`src/lru_page_slot_cache_defines.svh`:
```
// Assertion macros for the LRU page slot cache.
// Used by modules that include this header; expects i_clk and i_rst_n in scope.
`ifndef LRU_PAGE_SLOT_CACHE_DEFINES_SVH
`define LRU_PAGE_SLOT_CACHE_DEFINES_SVH

// Same-cycle implication, disabled in reset.
`define LPSC_ASSERT_IMPL(label, ante, cons, msg) \
    label: assert property (@(posedge i_clk) disable iff (!i_rst_n) (ante) |-> (cons)) \
        else $error(msg);

// Next-cycle implication, disabled in reset.
`define LPSC_ASSERT_NEXT(label, ante, cons, msg) \
    label: assert property (@(posedge i_clk) disable iff (!i_rst_n) (ante) |=> (cons)) \
        else $error(msg);

`endif

```
`src/lpsc_pkg.sv`:
```
// Shared constants, codes and types of the LRU page slot cache.
// No dependencies; imported by the interfaces, the cell and the top level.
package lpsc_pkg;

    localparam int CAPACITY = 64;
    localparam int SLOT_W   = $clog2(CAPACITY);
    localparam int FILL_W   = $clog2(CAPACITY + 1);
    localparam int LVL_N    = $clog2(CAPACITY);

    localparam int CMD_W    = 2;
    localparam int KEY_W    = 32;
    localparam int FRAME_W  = 32;
    localparam int STATUS_W = 2;
    localparam int OSLOT_W  = 6;
    localparam int CFG_W    = 7;
    localparam int CMP_W    = (FILL_W > CFG_W) ? FILL_W : CFG_W;

    localparam int APB_AW   = 3;
    localparam int APB_DW   = 32;
    localparam int REG_W    = APB_AW - 2;

    localparam logic [CFG_W-1:0] MAX_PAGES_RST = 7'd64;
    localparam logic [REG_W-1:0] REG_MAX_PAGES = '0;

    typedef enum logic [CMD_W-1:0] {
        CMD_LOOKUP  = 2'd0,
        CMD_INSERT  = 2'd1,
        CMD_TOUCH   = 2'd2,
        CMD_EVICT_Q = 2'd3
    } t_cmd;

    typedef enum logic [STATUS_W-1:0] {
        ST_MISS = 2'd0,
        ST_HIT  = 2'd1,
        ST_NEW  = 2'd2
    } t_status;

    typedef struct packed {
        logic [KEY_W-1:0]   key;
        logic [SLOT_W-1:0]  slot;
        logic [FRAME_W-1:0] frame;
    } t_entry;

    localparam int ENT_W = $bits(t_entry);

    typedef struct packed {
        logic             load;
        logic [KEY_W-1:0] key;
    } t_cell_ctl;

endpackage

```
`src/lpsc_cell.sv`:
```
// One position of the recency chain: entry storage, valid bit and key compare.
// Depends on lpsc_pkg.
module lpsc_cell (
    input  logic               i_clk,
    input  logic               i_rst_n,
    input  lpsc_pkg::t_cell_ctl i_ctl,
    input  logic               i_up_valid,
    input  lpsc_pkg::t_entry   i_up,
    output logic               o_valid,
    output lpsc_pkg::t_entry   o_ent,
    output logic               o_hit
);
    import lpsc_pkg::*;

    logic   r_valid;
    t_entry r_ent;

    always_ff @(posedge i_clk) begin
        if (!i_rst_n) begin
            r_valid <= 1'b0;
        end else if (i_ctl.load) begin
            r_valid <= i_up_valid;
        end
    end

    always_ff @(posedge i_clk) begin
        if (i_ctl.load) begin
            r_ent <= i_up;
        end
    end

    assign o_valid = r_valid;
    assign o_ent   = r_ent;
    assign o_hit   = r_valid && (r_ent.key == i_ctl.key);
endmodule

```
`config.mk`:
```
export PLATFORM = sky130hd
export DESIGN_NAME = lpsc_cell
export DESIGN_NICKNAME = d
export VERILOG_FILES = /design/src/lru_page_slot_cache_defines.svh /design/src/lpsc_pkg.sv /design/src/lpsc_cell.sv
export SDC_FILE = /design/constraint.sdc
export NUM_CORES = 1
export LEC_CHECK = 0
export ABC_AREA = 1
export BUFFER_PORTS_ARGS = -buffer_cell sky130_fd_sc_hd__buf_2
export CAP_MARGIN = 20
export CORE_ASPECT_RATIO = 1.4
export CORE_MARGIN = 2
export CORE_UTILIZATION = 46
export CTS_BUF_LIST = sky130_fd_sc_hd__clkbuf_2 sky130_fd_sc_hd__clkbuf_4 sky130_fd_sc_hd__clkbuf_8
export DETAILED_ROUTE_END_ITERATION = 8
export PLACE_DENSITY_LB_ADDON = 0.1
export SETUP_SLACK_MARGIN = 0.02
export SYNTH_ARGS = -nofsm -noshare
export SYNTH_HDL_FRONTEND = slang
export SYNTH_SLANG_ARGS = --single-unit
```
`constraint.sdc`:
```
create_clock -name i_clk -period 2.78 [get_ports i_clk]
set_input_delay 0.417 -clock i_clk [delete_from_list [all_inputs] [get_ports i_clk]]
set_output_delay 0.417 -clock i_clk [all_outputs]
set_load 0.03 [all_outputs]
```
# ---- Yosys cells after proc, flatten, opt, wreduce, memory -nomap -nowiden
# Index checks and enable logic that the tools add are counted.
dict set report op_classes {
  n_addsub 0
  multipliers 0
  n_div 0
  n_lt_le_gt_ge 0
  n_eq_ne 1
  shift 0
  muxes 0
  n_bitwise 0
  n_reduce_logical 1
}
# operator count
set op_table {}
lappend op_table {{$eq 32x32->1} 1}
lappend op_table {{$logic_and 1x1->1} 1}
dict set report word_totals {
  reg_bits 71
  latch_bits 0
  mem_bits_rw 0
  romBits 0
  inputBits 106
  output_inout_bits 72
  word_cells 6
  n_memories 0
}

# ---- Depth between registers and ports, before layout
# Gate-level depths: netlist (run 1).
dict set report logic_depth {
  depth_word 2
  ltp_mapped 8
}

# ---- Worst setup path after synthesis (run 1)
# Ideal clock, no wire load.
dict set report synth_path {
  path_kind {register -> output}
  from {register r_ent (netlist bit o_ent[61])}
  to {output port o_hit}
  arrival_ns 1.413
  slack_ns 0.950
  path_stages_with_launch 8
  path_buffers 0
  path_cell_list {edfxtp_1 inv_1 nor2_1 nor2_1 nand2_1 nor3_1 nand3_1 nor2_1}
}
dict set report synth_between {
  elab_chain_len 2
}
# element line_no
set synth_lines {}
lappend synth_lines {{start: declaration} lpsc_cell.sv:16} ;# t_entry r_ent;
lappend synth_lines {{start signal: assignment} lpsc_cell.sv:28} ;# r_ent <= i_up;
lappend synth_lines {{$eq 32x32->1} lpsc_cell.sv:34} ;# assign o_hit = r_valid && (r_ent.key == i_ctl.key);
lappend synth_lines {{$logic_and 1x1->1} lpsc_cell.sv:34}
lappend synth_lines {{end: declaration} lpsc_cell.sv:11} ;# output logic o_hit
# No other way between the ends.

# ---- Final worst setup path (run 1)
dict set report layout_path {
  from {register r_ent (netlist bit o_ent[40])}
  to {output port o_hit}
}
# The elaborated chain is that of the path after synthesis.

==> results of run 1 <==
-- critical path, delay by kind of cell, from the launching register on --
| family | cells | cell delay [ns] |
|---|---|---|
| flip-flops | 1 | 0.42 |
| AND/OR/NAND/NOR | 3 | 0.50 |
| XOR/XNOR | 1 | 0.16 |
| buffers and inverters | 1 | 0.20 |
-- path summary, 6_finish.rpt --
path	startpoint	endpoint	slack (ns)	cells after the start
worst min register to register	o_valid$_SDFFE_PN0P_	o_valid$_SDFFE_PN0P_	0.60	2
worst max-delay path	o_ent[40]$_DFFE_PP_	o_hit	0.76	5
worst min-delay path	i_up[41]	o_ent[41]$_DFFE_PP_	0.26	1
worst max register to register	o_valid$_SDFFE_PN0P_	o_valid$_SDFFE_PN0P_	2.08	2
-- layout by cell type (no fill, tap or decap), drive strengths merged --
cell type / Yosys / layout
bufinv: 0 / 3
clkinv: 0 / 3
xnor2: 5 / 5
xor2: 3 / 3
nor3: 2 / 2
nor2: 19 / 19
nand3: 2 / 2
a21oi: 1 / 1
o21ai: 7 / 7
o211ai: 1 / 1
edfxtp: 70 / 70
clkinvlp: 0 / 1
buf: 0 / 179
clkbuf: 0 / 9
dfxtp: 1 / 1
nand2: 62 / 62
inv: 41 / 41
-- power groups by stage --
stage | clock network (mW) | registers (mW) | logic [mW]
after floorplan | 0 | 1.50 | 0.0671
after global placement | 0 | 1.33 | 0.421
after detailed placement | 0 | 1.33 | 0.426
after CTS | 0.970 | 1.31 | 0.427
after global routing | 1.00 | 1.32 | 0.458
final | 0.942 | 1.31 | 0.423
-- layout make-up --
cell class / instances / area [µm²]
fillers: 481 / 1830
inverters: 41 / 154
clock buffers: 9 / 124
flip-flops and latches: 71 / 2120
well taps: 70 / 87.6
clock inverters: 7 / 111
repair buffers: 179 / 901
multi-input cells: 102 / 447
-- sequential cells by signal, indices dropped and copies added (netlist names) --
signal	count
o_valid	1
o_ent	70
-- per-layer routing --
metal / part of all wire / GRT usage
met1: 0.34 / 0.193
met2: 0.55 / 0.345
met3: 0.093 / 0.0761
met4: 0.014 / 0.0784
met5: 0 / 0
-- cells by family (layout without fill, tap and decap cells) --
| group | Yosys count | in the layout |
|---|---|---|
| and+or+nand+nor | 85 | 85 |
| DFF | 71 | 71 |
| buffers and inverters | 41 | 236 |
| AOI/OAI and AO/OA | 9 | 9 |
| xor gates and xnor gates | 8 | 8 |
==> flow_summary.yaml, run 1 <==
outcome:
  status: "complete, no violations"
yosys:
  async_flop_share: 0
  muxShareOfSynthArea: 0
  syn_area_mm2: 0.00272
  synth_fp_nets: 320
  netlist-cell-type-count: 16
  synthSimpleGateAreaFrac: 0.121
  synthAdderAreaFrac: 0
  avgSynthCellArea_um2: 12.7
  netlist_instances: 214
  synth-seq-cells: 71
  yosysMostFrequentCell: "edfxtp_1"
  synth.largest_area_cell: "edfxtp_1"
  yosysTopAreaCellShare: 0.772
  synthFlopType: "edfxtp_1"
  synth_edf_count: 70
  yosysWarnings: 0
  ys_top_cells_by_area: "edfxtp_1 (77%), nand2_1 (8.4%), inv_1 (5.2%), nor2_1 (2.5%), xnor2_1 (1.6%)"
  synth_seq_area_share: 0.779
  synth_commonest_cells: "edfxtp_1 (70), nand2_1 (61), inv_1 (38)"
  synth_top_family_by_area: "simple AND/OR/NAND/NOR gates"
  synth_compound_area_frac: 0.0175
  synth_xor_area_frac: 0.0257
finish:
  utilization: 0.683
  nets: 510
  n_antenna_cell: 0
  stdcell_area_mm2: 0.00395
  syn2layout_area_growth_pct: 44.9
  drive_gt1_frac: 0.487
  stdcell_count: 479
placed_design:
  dp_hpwl_mm: 4.83
  post-place-ws_ns: 1.00
  gp_congestion: 0.821
  placed_cell_area_mm2: 0.00371
  numPortBuffers: 177
  place_inst: 463
detailed_routing:
  first_iter_violations: 101
  drt_first_pass_iters: 6
  vias: 2126
  drc: 0
  drt_wl_total_mm: 6.09
  ant_nets: 0
  wl_per_cell_um: 12.7
  viasPerCell: 4.44
floorplanning:
  die_area_mm2: 0.00656
  rows: 33
  ioPinCount: 178
  fp.dieW_um: 69.0
  initial_utilization: 0.471
  floorplan.die.height_um: 95.0
  core-area_mm2: 0.00578
timing:
  setup_viol: 0
  timing.hold.ws_ns: 0.262
  setup_slack_ns: 0.762
  drv_slew: 0
  post-route-period-util: 0.726
  clock.fmax_ghz: 0.496
  tns_ns: 0
  period_needed_ns: 2.02
  relSlewSlack: 0.673
  tightestPinTransition_ns: 0.491
  hold_viol: 0
  grt_setup_unrepaired: "false"
  fin_skew_ns: 0
power_and_ir_drop:
  powerDensity_mw_per_mm2: 677
  p_total_mw: 2.67
  pwr-share-clk: 0.352
  switching_power_uw: 670
  max-vdd-ir-drop_v: 0.000613
  intPower_mw: 2.00
  p_leak_nw: 1.97
  switching_share: 0.251
  p_seq_frac: 0.489
  power.share.combinational: 0.158
worst_setup_path:
  startpoint_type: "register"
  crit_path_top_delay_cell: "edfxtp_1"
  crit_required_ns: 2.36
  max_stage_delay_ns: 0.42
  crit_path_max_fanout: 2
  endpoint_kind: "primary output"
  worstPathArrival_ns: 1.60
  crit_type: "reg -> out"
  cp_cell_sequence: "xor2_1 -> nor3_1 -> nand3_1 -> nor2_1 -> buf_2"
cts:
  cts_tree: "yes"
  htreeDepth: 3
  cts.sinks: 71
  cts-resized-gates: 0
  cts_buffers: 9
  clk_latency_ns: 0.32
  postCtsSetupBuffers: 0
  path_clk_slew_ns: 0.07
  ctsRootBufferMaster: "clkbuf_8"
  hold_buffers: 0
  ctsLongestPathBuffers: 2
worst_hold_path:
  hold_class: "in -> reg"
global_routing:
  antenna_found_initial: 0
  first_global_vias: 2163
  overflow: 0
  grt_start_max_net_pins: 42
  grt_pass1_wl_mm: 9.56
  grtUsageTotal: 0.189
run:
  maxCapViolCount: 0
No activity file was read; power rests on OpenSTA's default activity.
==> inputs of run 2 (changes only) <==
--- a/config.mk
+++ b/config.mk
@@ -10,7 +10,7 @@
 export CAP_MARGIN = 20
 export CORE_ASPECT_RATIO = 1.4
 export CORE_MARGIN = 2
-export CORE_UTILIZATION = 46
+export CORE_UTILIZATION = 43
 export CTS_BUF_LIST = sky130_fd_sc_hd__clkbuf_2 sky130_fd_sc_hd__clkbuf_4 sky130_fd_sc_hd__clkbuf_8
 export DETAILED_ROUTE_END_ITERATION = 8
 export PLACE_DENSITY_LB_ADDON = 0.1
==> constraint.sdc (replaced) <==
create_clock -name i_clk -period 2 [get_ports i_clk]
set_input_delay 0.3 -clock i_clk [delete_from_list [all_inputs] [get_ports i_clk]]
set_output_delay 0.3 -clock i_clk [all_outputs]
set_load 0.03 [all_outputs]
==> flow_summary.yaml, run 2 (same netlist as run 1, synthesis figures left out) <==
detailed_routing:
  first_iter_violations: 57
  viasPerCell: 4.37
  drc: 0
  drt_first_pass_iters: 4
  drt_wl_total_mm: 6.03
  vias: 2098
  wl_per_cell_um: 12.6
  ant_nets: 0
worst_hold_path:
  min_path_cells: 1
  hold_class: "in -> reg"
finish:
  drive_gt1_frac: 0.493
  largest_register_ffs: 70
  syn2layout_area_growth_pct: 43.7
  final_common_cell: "buf_2"
  n_antenna_cell: 0
  mostFrequentLayoutCells: "buf_2 (176), edfxtp_1 (70), nand2_1 (61), inv_1 (38), nor2_1 (17)"
  nets: 510
floorplanning:
  initial_utilization: 0.441
  rows: 34
  die_area_mm2: 0.00699
  fp.dieW_um: 71.3
  core-area_mm2: 0.00617
  floorplan.die.height_um: 98.2
  ioPinCount: 178
worst_setup_path:
  crit_path_top_delay_cell: "edfxtp_1"
  reg2reg_depth: 2
  path_depth: 8
  crit_family: "simple AND/OR/NAND/NOR gates"
  endpoint_kind: "primary output"
  max_stage_delay_ns: 0.42
  crit_type: "reg -> out"
  crit_required_ns: 1.70
  cp_cell_sequence: "nand2_1 -> nand2_1 -> nor2_1 -> nand2_1 -> nor2_2 -> nand3_1 -> nor2_1 -> buf_4"
  worstPathArrival_ns: 1.55
  crit_path_max_fanout: 3
  path_common_cell: "nand2_1"
  crit_buf_inv: 1
  startpoint_type: "register"
placed_design:
  dp_hpwl_mm: 4.82
  post-place-ws_ns: 0.441
  numPortBuffers: 177
  gp_congestion: 0.781
cts:
  clk_latency_ns: 0.33
  cts_tree: "yes"
  htreeDepth: 3
  path_clk_slew_ns: 0.08
  cts.sinks: 71
  ctsLongestPathBuffers: 2
  cts_buffers: 9
  ctsRootBufferMaster: "clkbuf_8"
  hold_buffers: 0
power_and_ir_drop:
  p_leak_nw: 1.94
  p_total_mw: 3.34
  powerDensity_mw_per_mm2: 855
  max-vdd-ir-drop_v: 0.000617
global_routing:
  grt_pass1_wl_mm: 9.20
  antenna_found_initial: 1
  grtUsageTotal: 0.178
  overflow: 0
  grt_start_max_net_pins: 32
  first_global_vias: 2052
timing:
  period_needed_ns: 1.85
  post-route-period-util: 0.924
  setup_viol: 0
  grt_setup_unrepaired: "true"
  tightestPinTransition_ns: 0.464
  tns_ns: 0
  clock.fmax_ghz: 0.541
  setup_slack_ns: 0.151
  drv_slew: 0
  hold_viol: 0
  fin_skew_ns: 0
  relSlewSlack: 0.690
run:
  maxCapViolCount: 0
outcome:
  status: "complete, no violations"
==> run 2: through the flow <==
stage                     cell area, µm²  instances  utilization  hold WS [ns]
after global placement              3740        465        0.606         0.476
after global routing                3910        480        0.634         0.115
after floorplan                     2720        214            -         0.393
after detailed placement            3740        465        0.606         0.478
final                               3910        480        0.634         0.137
after CTS                           3900        480        0.632         0.117
==> run 2: area by class of cell <==
type	count	area (µm²)
clock inverters	6	38.8
well taps	72	90.1
inverters	41	154
multi-input cells	102	454
fillers	511	2260
repair buffers	179	928
flip-flops and latches	71	2120
clock buffers	9	124
==> run 2: repair_timing <==
| item | 4_1_cts | 5_1_grt |
|---|---|---|
| setup buffers | 0 | 0 |
| resized for setup | 0 | 4 |
| setup endpoints to repair | 0 | 1 |
==> run 2: power by group <==
part	internal (mW)	switching [mW]
combinational	0.202	0.394
sequential	1.77	0.0481
clock	0.437	0.495
total	2.41	0.937
==> run 2: per-layer routing <==
layer	routed length (µm)	vias up	part of all wire	track usage
met1	2190	913	0.36	0.194
li1	-	1069	-	-
met4	73	2	0.012	0.0697
met3	632	7	0.10	0.0753
met2	3120	107	0.52	0.302
met5	11	-	0.0018	0
==> run 2: worst paths after layout <==
path	start	to	slack [ns]
hold reg to reg	o_valid$_SDFFE_PN0P_	o_valid$_SDFFE_PN0P_	0.60
setup reg to reg	o_valid$_SDFFE_PN0P_	o_valid$_SDFFE_PN0P_	1.33
setup / recovery	o_ent[57]$_DFFE_PP_	o_hit	0.15
hold / removal	i_up[66]	o_ent[66]$_DFFE_PP_	0.14
==> inputs of run 3 (changes only) <==
--- a/config.mk
+++ b/config.mk
@@ -13,7 +13,7 @@
 export CORE_UTILIZATION = 43
 export CTS_BUF_LIST = sky130_fd_sc_hd__clkbuf_2 sky130_fd_sc_hd__clkbuf_4 sky130_fd_sc_hd__clkbuf_8
 export DETAILED_ROUTE_END_ITERATION = 8
-export PLACE_DENSITY_LB_ADDON = 0.1
+export PLACE_DENSITY = 0.85
 export SETUP_SLACK_MARGIN = 0.02
 export SYNTH_ARGS = -nofsm -noshare
 export SYNTH_HDL_FRONTEND = slang
==> constraint.sdc (replaced) <==
create_clock -name i_clk -period 1.95 [get_ports i_clk]
set_input_delay 0.2925 -clock i_clk [delete_from_list [all_inputs] [get_ports i_clk]]
set_output_delay 0.2925 -clock i_clk [all_outputs]
set_load 0.03 [all_outputs]
==> flow_summary.yaml, run 3 (same netlist as run 1, synthesis figures left out) <==
worst_setup_path:
  crit_path_max_fanout: 2
  crit_required_ns: 1.66
  ff2ff_setup_slack_ns: 1.27
  worstPathArrival_ns: 1.56
  crit_type: "reg -> out"
  r2r-start: "o_valid$_SDFFE_PN0P_"
  endpoint_kind: "primary output"
  reg2reg_depth: 2
  startpoint_type: "register"
  timing.rr.end: "o_valid$_SDFFE_PN0P_"
floorplanning:
  fp.dieW_um: 71.3
  floorplan.die.height_um: 98.2
  initial_utilization: 0.441
  core-area_mm2: 0.00617
  rows: 34
  die_area_mm2: 0.00699
  ioPinCount: 178
placed_design:
  numPortBuffers: 177
  gp_congestion: 0.686
  post-place-ws_ns: 0.413
  dp_hpwl_mm: 4.82
  place_inst: 465
timing:
  relSlewSlack: 0.695
  grt_setup_unrepaired: "true"
  timing.hold.ws_ns: 0.132
  post-route-period-util: 0.950
  clock.fmax_ghz: 0.540
  setup_viol: 0
  tns_ns: 0
  drv_slew: 0
  hold_viol: 0
  period_needed_ns: 1.85
  tightestPinTransition_ns: 0.457
  setup_slack_ns: 0.0983
  fin_skew_ns: 0
detailed_routing:
  drc: 0
  drt_first_pass_iters: 4
  viasPerCell: 4.47
  first_iter_violations: 76
  vias: 2144
  ant_nets: 0
  drt_wl_total_mm: 6.03
  wl_per_cell_um: 12.6
worst_hold_path:
  hold_class: "in -> reg"
  min_path_cells: 1
  hold_start: "i_up[14]"
  hold_end: "o_ent[14]$_DFFE_PP_"
power_and_ir_drop:
  p_leak_nw: 1.95
  max-vdd-ir-drop_v: 0.000833
  powerDensity_mw_per_mm2: 938
cts:
  path_clk_slew_ns: 0.07
  ctsLongestPathBuffers: 2
  hold_buffers: 0
  clk_latency_ns: 0.33
  postCtsSetupBuffers: 0
  cts_tree: "yes"
  ctsRootBufferMaster: "clkbuf_8"
  cts.sinks: 71
  cts_buffers: 9
  cts-resized-gates: 0
  htreeDepth: 3
global_routing:
  overflow: 0
  first_global_vias: 2128
  grt_pass1_wl_mm: 9.16
  grtUsageTotal: 0.174
  antenna_found_initial: 0
  grt_start_max_net_pins: 37
finish:
  mostFrequentLayoutCells: "buf_2 (176), edfxtp_1 (70), nand2_1 (61), inv_1 (38), nor2_1 (18)"
  drive_gt1_frac: 0.488
  n_antenna_cell: 0
  largest_register_ffs: 70
  fillers: 510
  stdcell_count: 480
  final_common_cell: "buf_2"
  syn2layout_area_growth_pct: 44.2
  nets: 510
outcome:
  status: "complete, no violations"
run:
  maxCapViolCount: 0
-- run 3: worst max path at each step --
stage / to / start / slack (ns) / cells past startpoint
after global routing: o_hit / o_ent[59]$_DFFE_PP_ / -0.08 / 8
after detailed placement: o_hit / o_ent[64]$_DFFE_PP_ / 0.41 / 8
after global placement: o_hit / o_ent[64]$_DFFE_PP_ / 0.39 / 8
after CTS: o_hit / o_ent[64]$_DFFE_PP_ / 0.05 / 8
after floorplan: o_hit / o_ent[61]$_DFFE_PP_ / 0.24 / 7
final: o_hit / o_ent[49]$_DFFE_PP_ / 0.1 / 8
-- run 3: cell type report --
class | instances | area, µm² | area share
Clock inverter | 6 | 86.3 | 0.0220
Multi-Input combinational cell | 102 | 447 | 0.114
Clock buffer | 9 | 124 | 0.0315
Inverter | 41 | 154 | 0.0392
Sequential cell | 71 | 2120 | 0.540
Timing Repair Buffer | 179 | 903 | 0.230
Tap cell | 72 | 90.1 | 0.0229
-- run 3: stage by stage --
stage          area, µm²  utilization  total power [mW]
6_report            3930        0.637              3.68
5_1_grt             3930        0.637              3.84
4_1_cts             3920        0.636              3.73
3_5_place_dp        3710        0.602              2.51
3_3_place_gp        3710        0.602              2.49
2_1_floorplan       2720            -              2.24
-- run 3: routing by layer --
| metal | global-route usage | wire length (µm) | part of all wire |
|---|---|---|---|
| met2 | 0.314 | 3270 | 0.54 |
| met1 | 0.174 | 2130 | 0.35 |
| met3 | 0.0774 | 548 | 0.091 |
| met4 | 0.0595 | 73 | 0.012 |
| met5 | 0 | 0 | 0 |
-- run 3: worst max-delay path, cell delays in order, from the launching register on --
cell      delay (ns)
edfxtp_1        0.40
inv_1           0.09
o21ai_1         0.06
nor2_1          0.10
nand2_1         0.08
nor2_2          0.13
nand3_1         0.09
nor2_1          0.11
buf_4           0.17
-- run 3: report_power, final --
group / total [mW] / switching (mW) / leakage (nW) / internal, mW
logic: 0.604 / 0.403 / 1.16 / 0.202
registers: 1.86 / 0.0512 / 0.693 / 1.81
clock network: 1.22 / 0.505 / 0.105 / 0.710
total: 3.68 / 0.959 / 1.95 / 2.72
